<file path="config.mk">
export PLATFORM = sky130hd
export DESIGN_NAME = prl_front
export DESIGN_NICKNAME = d
export VERILOG_FILES = /design/src/hdl/prl_pkg.sv /design/src/hdl/prl_front.sv
export SDC_FILE = /design/constraint.sdc
export NUM_CORES = 1
export LEC_CHECK = 0
export ABC_AREA = 1
export BUFFER_PORTS_ARGS = -buffer_cell sky130_fd_sc_hd__buf_2
export CAP_MARGIN = 25
export CORE_AREA = 2 2 105 107
export DETAILED_ROUTE_END_ITERATION = 8
export DIE_AREA = 0 0 107 109
export GPL_TIMING_DRIVEN = 0
export MAX_ROUTING_LAYER = met4
export PLACE_DENSITY = 0.78
export SYNTH_ARGS = -nofsm -noshare
export SYNTH_HDL_FRONTEND = slang
export SYNTH_SLANG_ARGS = --single-unit
</file>
<file path="constraint.sdc">
create_clock -name clk -period 4.8 [get_ports clk]
set_input_delay 0 -clock clk [delete_from_list [all_inputs] [get_ports clk]]
set_output_delay 0 -clock clk [all_outputs]
set_load 0.005 [all_outputs]
</file>
<file path="src/hdl/prl_pkg.sv">
// Shared types and constants of the per-source packet rate limiter.
package prl_pkg;

  localparam int unsigned ADDR_W = 32;
  localparam int unsigned TIME_W = 32;
  localparam int unsigned CNT_W  = 32;
  localparam int unsigned CFG_W  = 31;
  localparam int unsigned CFG_IDX_W = 2;

  localparam logic [CFG_IDX_W-1:0] REG_EXPIRY = 2'd0;
  localparam logic [CFG_IDX_W-1:0] REG_LIMIT  = 2'd1;

  localparam logic [CFG_W-1:0] EXPIRY_RESET = 31'd600;
  localparam logic [CFG_W-1:0] LIMIT_RESET  = 31'd1000;

  localparam logic [1:0] ST_NEW     = 2'd0;
  localparam logic [1:0] ST_UPDATED = 2'd1;
  localparam logic [1:0] ST_RENEWED = 2'd2;
  localparam logic [1:0] ST_FULL    = 2'd3;

  localparam logic [CNT_W-1:0] CNT_MAX = {CNT_W{1'b1}};

  typedef struct packed {
    logic [ADDR_W-1:0] addr;
    logic [TIME_W-1:0] now;
  } req_t;

  typedef struct packed {
    logic [CFG_W-1:0] expiry;
    logic [CFG_W-1:0] limit;
  } cfg_t;

  typedef struct packed {
    logic [CNT_W-1:0]  count;
    logic [TIME_W-1:0] first_seen;
    logic [TIME_W-1:0] age;
  } rec_t;

endpackage

</file>
<file path="src/hdl/prl_front.sv">
// Front end: accepts requests into a two-deep queue for the lookup engine.
module prl_front (
  input  logic          clk,
  input  logic          rst,
  input  logic          in_valid,
  output logic          in_stall,
  input  prl_pkg::req_t in_req,
  output logic          q_valid,
  output prl_pkg::req_t q_req,
  input  logic          q_pop
);
  import prl_pkg::*;

  req_t       slot [2];
  logic       wptr;
  logic       rptr;
  logic [1:0] level;
  logic       push;

  assign in_stall = (level == 2'd2);
  assign push     = in_valid && !in_stall;
  assign q_valid  = (level != 2'd0);
  assign q_req    = slot[rptr];

  always_ff @(posedge clk) begin
    if (push) begin
      slot[wptr] <= in_req;
    end
  end

  always_ff @(posedge clk) begin
    if (rst) begin
      wptr  <= 1'b0;
      rptr  <= 1'b0;
      level <= 2'd0;
    end else begin
      if (push) wptr <= ~wptr;
      if (q_pop) rptr <= ~rptr;
      unique case ({push, q_pop})
        2'b10:   level <= level + 2'd1;
        2'b01:   level <= level - 2'd1;
        default: level <= level;
      endcase
    end
  end

endmodule

</file>
==> results of run 1 <==
[area by class of cell]
| cell class | count | area (sq um) | area share |
|---|---|---|---|
| Buffer | 7 | 131 | 0.0180 |
| Clock buffer | 18 | 418 | 0.0574 |
| Clock inverter | 12 | 139 | 0.0191 |
| Inverter | 8 | 32.5 | 0.00447 |
| Multi-Input combinational cell | 87 | 1060 | 0.145 |
| Sequential cell | 133 | 3940 | 0.541 |
| Tap cell | 140 | 175 | 0.0240 |
| Timing Repair Buffer | 203 | 1390 | 0.190 |
[cells in the mapped netlist, drive strengths merged]
master / count / area (sq um)
edfxtp: 128 / 3840
xnor2: 1 / 8.76
a21oi: 1 / 5.00
mux2: 64 / 946
nor2: 11 / 41.3
inv: 8 / 30.0
buf: 7 / 131
nand4: 1 / 6.26
o21ai: 1 / 5.00
nand2: 7 / 26.3
dfxtp: 5 / 100
ha: 1 / 12.5
[state kept, by name, summed over array words and instances (netlist names), named ones only]
name	flops
wptr	1
rptr	1
slot	128
level	2
[stage by stage]
stage	std cells	setup TNS [ns]	hold slack [ns]	setup slack, ns
after floorplan	235	0	0.0724	1.00
after global placement	508	-34.55	0.188	-0.543
after detailed placement	510	0	0.192	2.76
after CTS	608	0	0.193	2.74
after global routing	608	0	0.196	2.60
final	608	0	0.214	2.79
[critical path, cell delays in order, from the launching register on]
cell and delay, ns:
dfxtp_1 0.32, inv_1 0.07, nor2_1 0.06, nor2_1 0.17, inv_1 0.11, nor2_4 0.48
buf_12 0.27, buf_12 0.20
[logic make-up after synthesis]
group | Yosys count
flip-flops | 133
adder cells (fa/ha/maj) | 1
XOR/XNOR | 1
AND/OR/NAND/NOR | 19
AO/OA/AOI/OAI | 2
buffers and inverters | 15
multiplexers | 64
[power breakdown]
part / switching [mW] / internal, mW
Sequential: 0.0232 / 1.38
Combinational: 0.169 / 0.238
Clock: 0.432 / 0.775
Total: 0.625 / 2.39
[placed cells by master, fill, tap and decap left out, drive strengths merged]
cell type,instances
buf,142
edfxtp,128
dlygate4sd3,68
mux2,64
clkbuf,18
nor2,11
inv,8
clkinv,8
nand2,7
dfxtp,5
bufinv,3
xnor2,1
o21ai,1
a21oi,1
nand4,1
ha,1
clkinvlp,1
[metal layers]
metal | part of all wire | vias up | global-route usage
li1 | - | 1350 | -
met2 | 0.52 | 92 | 0.289
met5 | 0 | - | -
met3 | 0.043 | 10 | 0.0460
met1 | 0.43 | 1335 | 0.185
met4 | 0.013 | 0 | 0.0724
[worst min-delay path by stage]
stage | slack, ns | cells past startpoint | endpoint
after global routing | 0.20 | 2 | slot[1][56]
after floorplan | 0.07 | 1 | register
after global placement | 0.19 | 1 | slot[1][62]
after detailed placement | 0.19 | 1 | slot[0][63]
after CTS | 0.19 | 2 | slot[0][50]
final | 0.21 | 2 | slot[0][50]
==> results.yml, run 1 <==
cts:
  postCtsSetupRepairBufs: 0
  cts_resized: 0
  clkTransAtPathRegs_ns: 0.05
  cts.sinks: 133
  cts_tree: "done"
  cts-buffers-inserted: 17
  ctsLongestPathBuffers: 2
  root_buffer: "clkbuf_8"
  clkLatencyLatePin_ns: 0.50
  hold_buffers: 68
  cts.htree.levels: 4
place:
  place_area_sq_um: 6050
  gp_congestion: 0.658
  dp_hpwl_microns: 5590
  portBuffers: 133
cells_and_area:
  antenna_cells: 0
  drive_gt1_frac: 0.502
  finalInstanceArea_sq_um: 7280
  final_nets: 526
  n_fill_cell: 675
  syn2layout_area_growth_pct: 41.3
  fin_util: 0.687
run_status:
  status: "complete, no violations"
drt:
  viasPerCell: 4.58
  drc: 0
  drtAntennaViolNets: 0
  post_drt_wl_per_cell_microns: 15.1
  routed_wl_microns: 9150
  first_iter_violations: 130
  drtPass1Iterations: 4
  via_count: 2787
critical_path:
  worst_r2r_path_depth: 7
  endpoint: "slot[0][47]"
  r2r-end: "slot[0][47]"
  crit_fanout: 24
  worstPathRequired_ns: 5.01
  critPathKind: "reg -> reg"
  crit_path_start_kind: "register"
  arrival_ns: 2.21
  worstSetupStartpoint: "level[1]"
  regToRegStartpoint: "level[1]"
  rrSetupSlack_ns: 2.79
  cp-end-kind: "register"
synth:
  synthCells: 235
  yosys.area_share.xor_xnor: 0.00170
  synthesis.area_sq_um: 5160
  synth_mux_area_frac: 0.183
  synth_cell_types: 14
  yosys_warnings: 0
  syn_nets: 304
  synth_top_family_by_area: "multiplexers"
  synthAdderAreaFrac: 0.00243
  yosysSeqAreaShare: 0.765
  synth_seq_cells: 133
  postSynthAreaPerCell_sq_um: 21.9
  yosys.area_share.simple: 0.0143
  synth-compound-area-share: 0.00194
sta:
  fin_crit_sh: 0.418
  maxSlewViolCount: 0
  grt_setup_unrepaired: "false"
  hold_viol: 0
  max_freq_mhz: 498
  worst_pin_slew_ns: 0.837
  clock_skew_ns: 0.00696
  min_period_ns: 2.01
  setup_viol: 0
  slew_headroom: 0.442
pwr:
  cellPowerDensity_nw_per_um2: 414
  power_mw: 3.01
  ir_worst_vdd_v: 0.000228
  p_leak_nw: 2.96
hold_path:
  min_path_type: "in -> reg"
  hp-start: "in_req[50]"
die:
  start_util: 0.486
  dieArea_sq_um: 11700
  core_area_sq_um: 10600
  die_y_microns: 109
  boundaryPins: 134
  die_x_microns: 107
  rows: 38
global_route:
  grt_pass1_wl_microns: 13900
  grt_pass1_vias: 2942
  antenna_found_initial: 0
  grt_use_total: 0.168
  grt_overflow: 0
  grt_max_degree: 65
flow_run:
  cap_violations: 0
No activity file was read; power rests on OpenSTA's default activity.
==> run 2, diff against run 1 <==
clock period = 1.9 ns   (was 4.8 ns; I/O delays follow)
==> run 2 against run 1 <==
Global-route usage rose by 1.3 points. Critical path depth is 1 lower. Sequential share of layout area fell by 0.59 points. Final cell count up 0.66%. Hold slack got worse by 0.0067 ns. Total power grew to 2.6 times the previous value. Utilization rose by 0.80 points. Maximum frequency grew 17%. Clock power rose to 2.7 times the previous value. Sequential cell count stayed put. Critical path type unchanged. Largest cell class unchanged. Largest power group unchanged.
==> results.yml, run 2 (synthesized netlist as in run 1, its figures left out) <==
run_status:
  status: "complete, no violations"
place:
  gp_congestion: 0.723
  dp_hpwl_microns: 5880
  portBuffers: 133
drt:
  routed_wl_microns: 10100
  via_count: 2872
  drc: 0
  drtPass1Iterations: 5
  first_iter_violations: 124
  post_drt_wl_per_cell_microns: 16.5
  drtAntennaViolNets: 0
  viasPerCell: 4.69
cts:
  clkTransAtPathRegs_ns: 0.06
  root_buffer: "clkbuf_8"
  clkLatencyLatePin_ns: 0.51
  cts.htree.levels: 4
  ctsLongestPathBuffers: 2
  cts-buffers-inserted: 17
  cts_tree: "done"
  cts.sinks: 133
  postCtsSetupRepairBufs: 0
die:
  die_x_microns: 107
  boundaryPins: 134
  start_util: 0.486
  core_area_sq_um: 10600
  rows: 38
  dieArea_sq_um: 11700
  die_y_microns: 109
critical_path:
  arrival_ns: 1.97
  crit_top_cell: "nor2_4"
  path_cells: "inv_2 -> nor2_4 -> nor2_4 -> nand2_2 -> clkinvlp_4 -> buf_12"
  cp_top_family: "buffers and inverters"
  max_stage_delay_ns: 0.40
  crit_fanout: 33
  cp-end-kind: "register"
  crit_path_start_kind: "register"
  critical_path_buf_inv_count: 3
  critPathKind: "reg -> reg"
  critPathSlowestCell: "clkinvlp_4"
  worstPathRequired_ns: 2.15
cells_and_area:
  multiInputGateArea_sq_um: 1080
  final_nets: 528
  layout_commonest_cell: "buf_2"
  most-common-layout-cells: "133 x buf_2, 128 x edfxtp_1, 68 x dlygate4sd3_1"
  antenna_cells: 0
  n_fill_cell: 679
  top_register: "slot"
  largest_reg_flops: 128
  syn2layout_area_growth_pct: 42.9
  drive_gt1_frac: 0.525
  top_regs: "slot (128), level (2)"
  seq_area_sq_um: 3950
pwr:
  p_leak_nw: 2.97
  switching_share: 0.221
  power.share.clock: 0.412
  cellPowerDensity_nw_per_um2: 1060
  ir_worst_vdd_v: 0.000622
  power.share.sequential: 0.453
  p_sw_mw: 1.73
  combPwrFrac: 0.136
  p_int_mw: 6.09
global_route:
  grt_pass1_wl_microns: 14900
  grt_overflow: 0
  grt_max_degree: 34
  antenna_found_initial: 0
  grt_use_total: 0.181
  grt_pass1_vias: 3106
sta:
  worst_hold_slack_ns: 0.208
  setup_viol: 0
  grt_setup_unrepaired: "false"
  worst_pin_slew_ns: 0.575
  tns_ns: 0
  max_freq_mhz: 580
  min_period_ns: 1.72
  slew_headroom: 0.616
  clock_skew_ns: 0.00891
  maxSlewViolCount: 0
  fin_crit_sh: 0.907
  hold_viol: 0
flow_run:
  cap_violations: 0
hold_path:
  min_path_type: "in -> reg"
-- run 2: changes by cell type in the layout (fill, tap and decap cells not counted), sizes merged --
cell      delta
clkinvlp     +4
clkinv       -2
inv          +2
buf          +1
clkbuf       -1
-- run 2: area by class of cell --
| class | count | share of cell area |
|---|---|---|
| tap | 140 | 0.0238 |
| sequential | 133 | 0.535 |
| multi-input combinational | 87 | 0.146 |
| clock buffer | 17 | 0.0562 |
| buffer | 7 | 0.0178 |
| timing repair buffer | 204 | 0.191 |
| clock inverter | 15 | 0.0243 |
| timing repair inverter | 1 | 0.00102 |
| inverter | 8 | 0.00458 |
-- run 2: what timing repair did --
action                                  4_1_cts  5_1_grt
hold endpoints to repair                    133        0
gates resized for setup                       1        0
endpoints found under the setup margin       33        0
hold buffers                                 68        0
-- run 2: path summary, 6_finish.rpt --
path	from	end	slack, ns	cells past startpoint
worst max-delay path	level[1]	slot[1][61]	0.18	6
worst min-delay path	rst	rptr	0.21	3
worst max register to register	level[1]	slot[1][61]	0.18	6
worst min register to register	level[1]	level[1]	0.51	2
-- run 2: power by group through the flow --
stage	Combinational (mW)	Sequential (mW)	Clock [mW]
floorplan	0.569	3.59	0
global placement	0.891	3.59	0
detailed placement	0.946	3.60	0
CTS	1.06	3.54	3.28
global route	1.14	3.56	3.41
finish	1.06	3.54	3.22
-- run 2: worst register-to-register path, stage by stage, from the launching register on --
cell and delay [ns]:
dfxtp_2 0.35, inv_2 0.05, nor2_4 0.13, nor2_4 0.06
nand2_2 0.12, clkinvlp_4 0.40, buf_12 0.34
-- run 2: per-layer routing --
layer	wire (microns)	up-vias	global-route usage
met5	0	-	-
met4	234	0	0.0816
met3	431	21	0.0556
met2	5490	95	0.325
met1	3930	1395	0.183
li1	-	1361	-
-- run 2: per-stage QoR --
step	instance area (sq um)	cells	worst slack, ns	util	power, mW
after global routing	7370	612	0.0826	0.695	8.10
after detailed placement	6090	511	-0.149	0.574	4.55
final	7370	612	0.177	0.695	7.82
after CTS	7370	612	0.138	0.695	7.88
after global placement	6030	508	-0.566	0.569	4.49
after floorplan	5190	235	-0.0753	-	4.15
==> run 3, diff against run 2 <==
ABC_CLOCK_PERIOD_IN_PS = 1900   (was default)
BUFFER_PORTS_ARGS = -buffer_cell sky130_fd_sc_hd__buf_4   (was -buffer_cell sky130_fd_sc_hd__buf_2)
==> run 3 against run 2 <==
Global-route usage increased by 0.14 points. Clock power decreased by 13%. Critical path depth unchanged. Combinational power increased by 14%.
==> results.yml, run 3 (synthesized netlist as in run 1, its figures left out) <==
place:
  dpl.cell_count: 511
  portBuffers: 133
  gp_congestion: 0.712
  dp_hpwl_microns: 5830
sta:
  max_freq_mhz: 594
  min_period_ns: 1.68
  hold_viol: 0
  maxSlewViolCount: 0
  fin_crit_sh: 0.887
  grt_setup_unrepaired: "false"
  clock_skew_ns: 0.00726
  slew_headroom: 0.622
  worst_pin_slew_ns: 0.564
  setup_viol: 0
cts:
  postCtsSetupRepairBufs: 0
  clkTransAtPathRegs_ns: 0.06
  root_buffer: "clkbuf_8"
  ctsLongestPathBuffers: 2
  cts.sinks: 133
  cts-buffers-inserted: 17
  clkLatencyLatePin_ns: 0.51
  cts_tree: "done"
  cts.htree.levels: 4
global_route:
  grt_pass1_vias: 3072
  grt_use_total: 0.183
  grt_overflow: 0
  grt_pass1_wl_microns: 15000
  grt_max_degree: 41
  antenna_found_initial: 0
drt:
  drc: 0
  first_iter_violations: 122
  drtAntennaViolNets: 0
  viasPerCell: 4.68
  routed_wl_microns: 9920
  drtPass1Iterations: 4
  post_drt_wl_per_cell_microns: 16.2
  via_count: 2862
pwr:
  ir_worst_vdd_v: 0.000575
  cellPowerDensity_nw_per_um2: 988
  combPwrFrac: 0.160
  switching_share: 0.216
  p_int_mw: 5.91
  power_mw: 7.54
  power.share.clock: 0.371
  p_sw_mw: 1.63
  power.share.sequential: 0.470
  p_leak_nw: 3.05
die:
  boundaryPins: 134
  dieArea_sq_um: 11700
  rows: 38
  die_x_microns: 107
  die_y_microns: 109
  start_util: 0.486
  core_area_sq_um: 10600
critical_path:
  crit_path_start_kind: "register"
  path_cells: "inv_2 -> nor2_4 -> nor2_4 -> nand2_2 -> clkinvlp_4 -> buf_12"
  cp_top_family: "buffers and inverters"
  critical_path_buf_inv_count: 3
  max_stage_delay_ns: 0.35
  critPathSlowestCell: "dfxtp_2"
  worstPathRequired_ns: 2.14
  critPathKind: "reg -> reg"
  arrival_ns: 1.92
  cp-end-kind: "register"
  crit_top_cell: "nor2_4"
  crit_fanout: 40
cells_and_area:
  drive_gt1_frac: 0.521
  fin_cells: 612
  layout_commonest_cell: "buf_4"
  n_fill_cell: 631
  antenna_cells: 0
  most-common-layout-cells: "133 x buf_4, 128 x edfxtp_1, 68 x dlygate4sd3_1"
  final_nets: 528
  largest_reg_flops: 128
  syn2layout_area_growth_pct: 47.9
  top_regs: "slot (128), level (2)"
  top_register: "slot"
run_status:
  status: "complete, no violations"
flow_run:
  cap_violations: 0
hold_path:
  min_path_type: "in -> reg"
## run 3: cell types whose count changed in the layout (fill, tap and decap cells not counted)
| cell | before | now |
|---|---|---|
| clkinv_2 | 2 | 5 |
| clkbuf_8 | 1 | 4 |
| clkinv_1 | 1 | 0 |
| buf_2 | 133 | 0 |
| bufinv_16 | 3 | 0 |
| buf_4 | 0 | 133 |
| clkbuf_1 | 0 | 3 |
| clkinvlp_2 | 0 | 1 |
| inv_6 | 3 | 0 |
| clkinv_4 | 3 | 0 |
## run 3: layout make-up
cell class,count,area [sq um],area share
Buffer,7,131,0.0172
Clock buffer,23,467,0.0612
Clock inverter,9,55.1,0.00722
Inverter,8,33.8,0.00443
Multi-Input combinational cell,87,1080,0.141
Sequential cell,133,3950,0.517
Tap cell,140,175,0.0230
Timing Repair Buffer,204,1740,0.228
Timing Repair inverter,1,5.00,0.000656
## run 3: per-stage QoR
step / TNS [ns] / area, sq um / hold WS, ns / worst slack (ns) / util
floorplan: -7.33 / 5190 / 0.0724 / -0.0753 / -
global placement: -73.93 / 6360 / 0.182 / -0.582 / 0.600
detailed placement: -1.10 / 6420 / 0.186 / -0.0299 / 0.606
CTS: 0 / 7630 / 0.184 / 0.188 / 0.719
global route: 0 / 7630 / 0.195 / 0.0826 / 0.719
finish: 0 / 7630 / 0.218 / 0.215 / 0.719
## run 3: power groups by stage
stage / combinational (mW) / sequential, mW / clock [mW]
5_1_grt: 1.29 / 3.56 / 2.99
6_report: 1.21 / 3.54 / 2.79
3_5_place_dp: 1.08 / 3.60 / 0
3_3_place_gp: 1.03 / 3.59 / 0
2_1_floorplan: 0.569 / 3.59 / 0
4_1_cts: 1.21 / 3.54 / 2.86
## run 3: worst paths after layout
check             startpoint          end  slack [ns]  cells after the start
hold / removal    in_req[11]  slot[0][11]        0.22                      2
setup reg to reg    level[1]  slot[1][21]        0.22                      6
setup / recovery    level[1]  slot[1][21]        0.22                      6
hold reg to reg         rptr         rptr        0.54                      2
## run 3: layer usage
metal  up-vias  part of all wire  global-route usage
li1       1364                 -                   -
met1      1386              0.38               0.191
met2        95              0.56               0.325
met3        17             0.034              0.0365
met4         0             0.020               0.101
met5         -                 0                   -
## run 3: repair_timing
item,CTS,global route
hold buffers,68,0
setup endpoints to repair,40,0
gates resized for setup,0,0
endpoints found under the hold margin,133,0
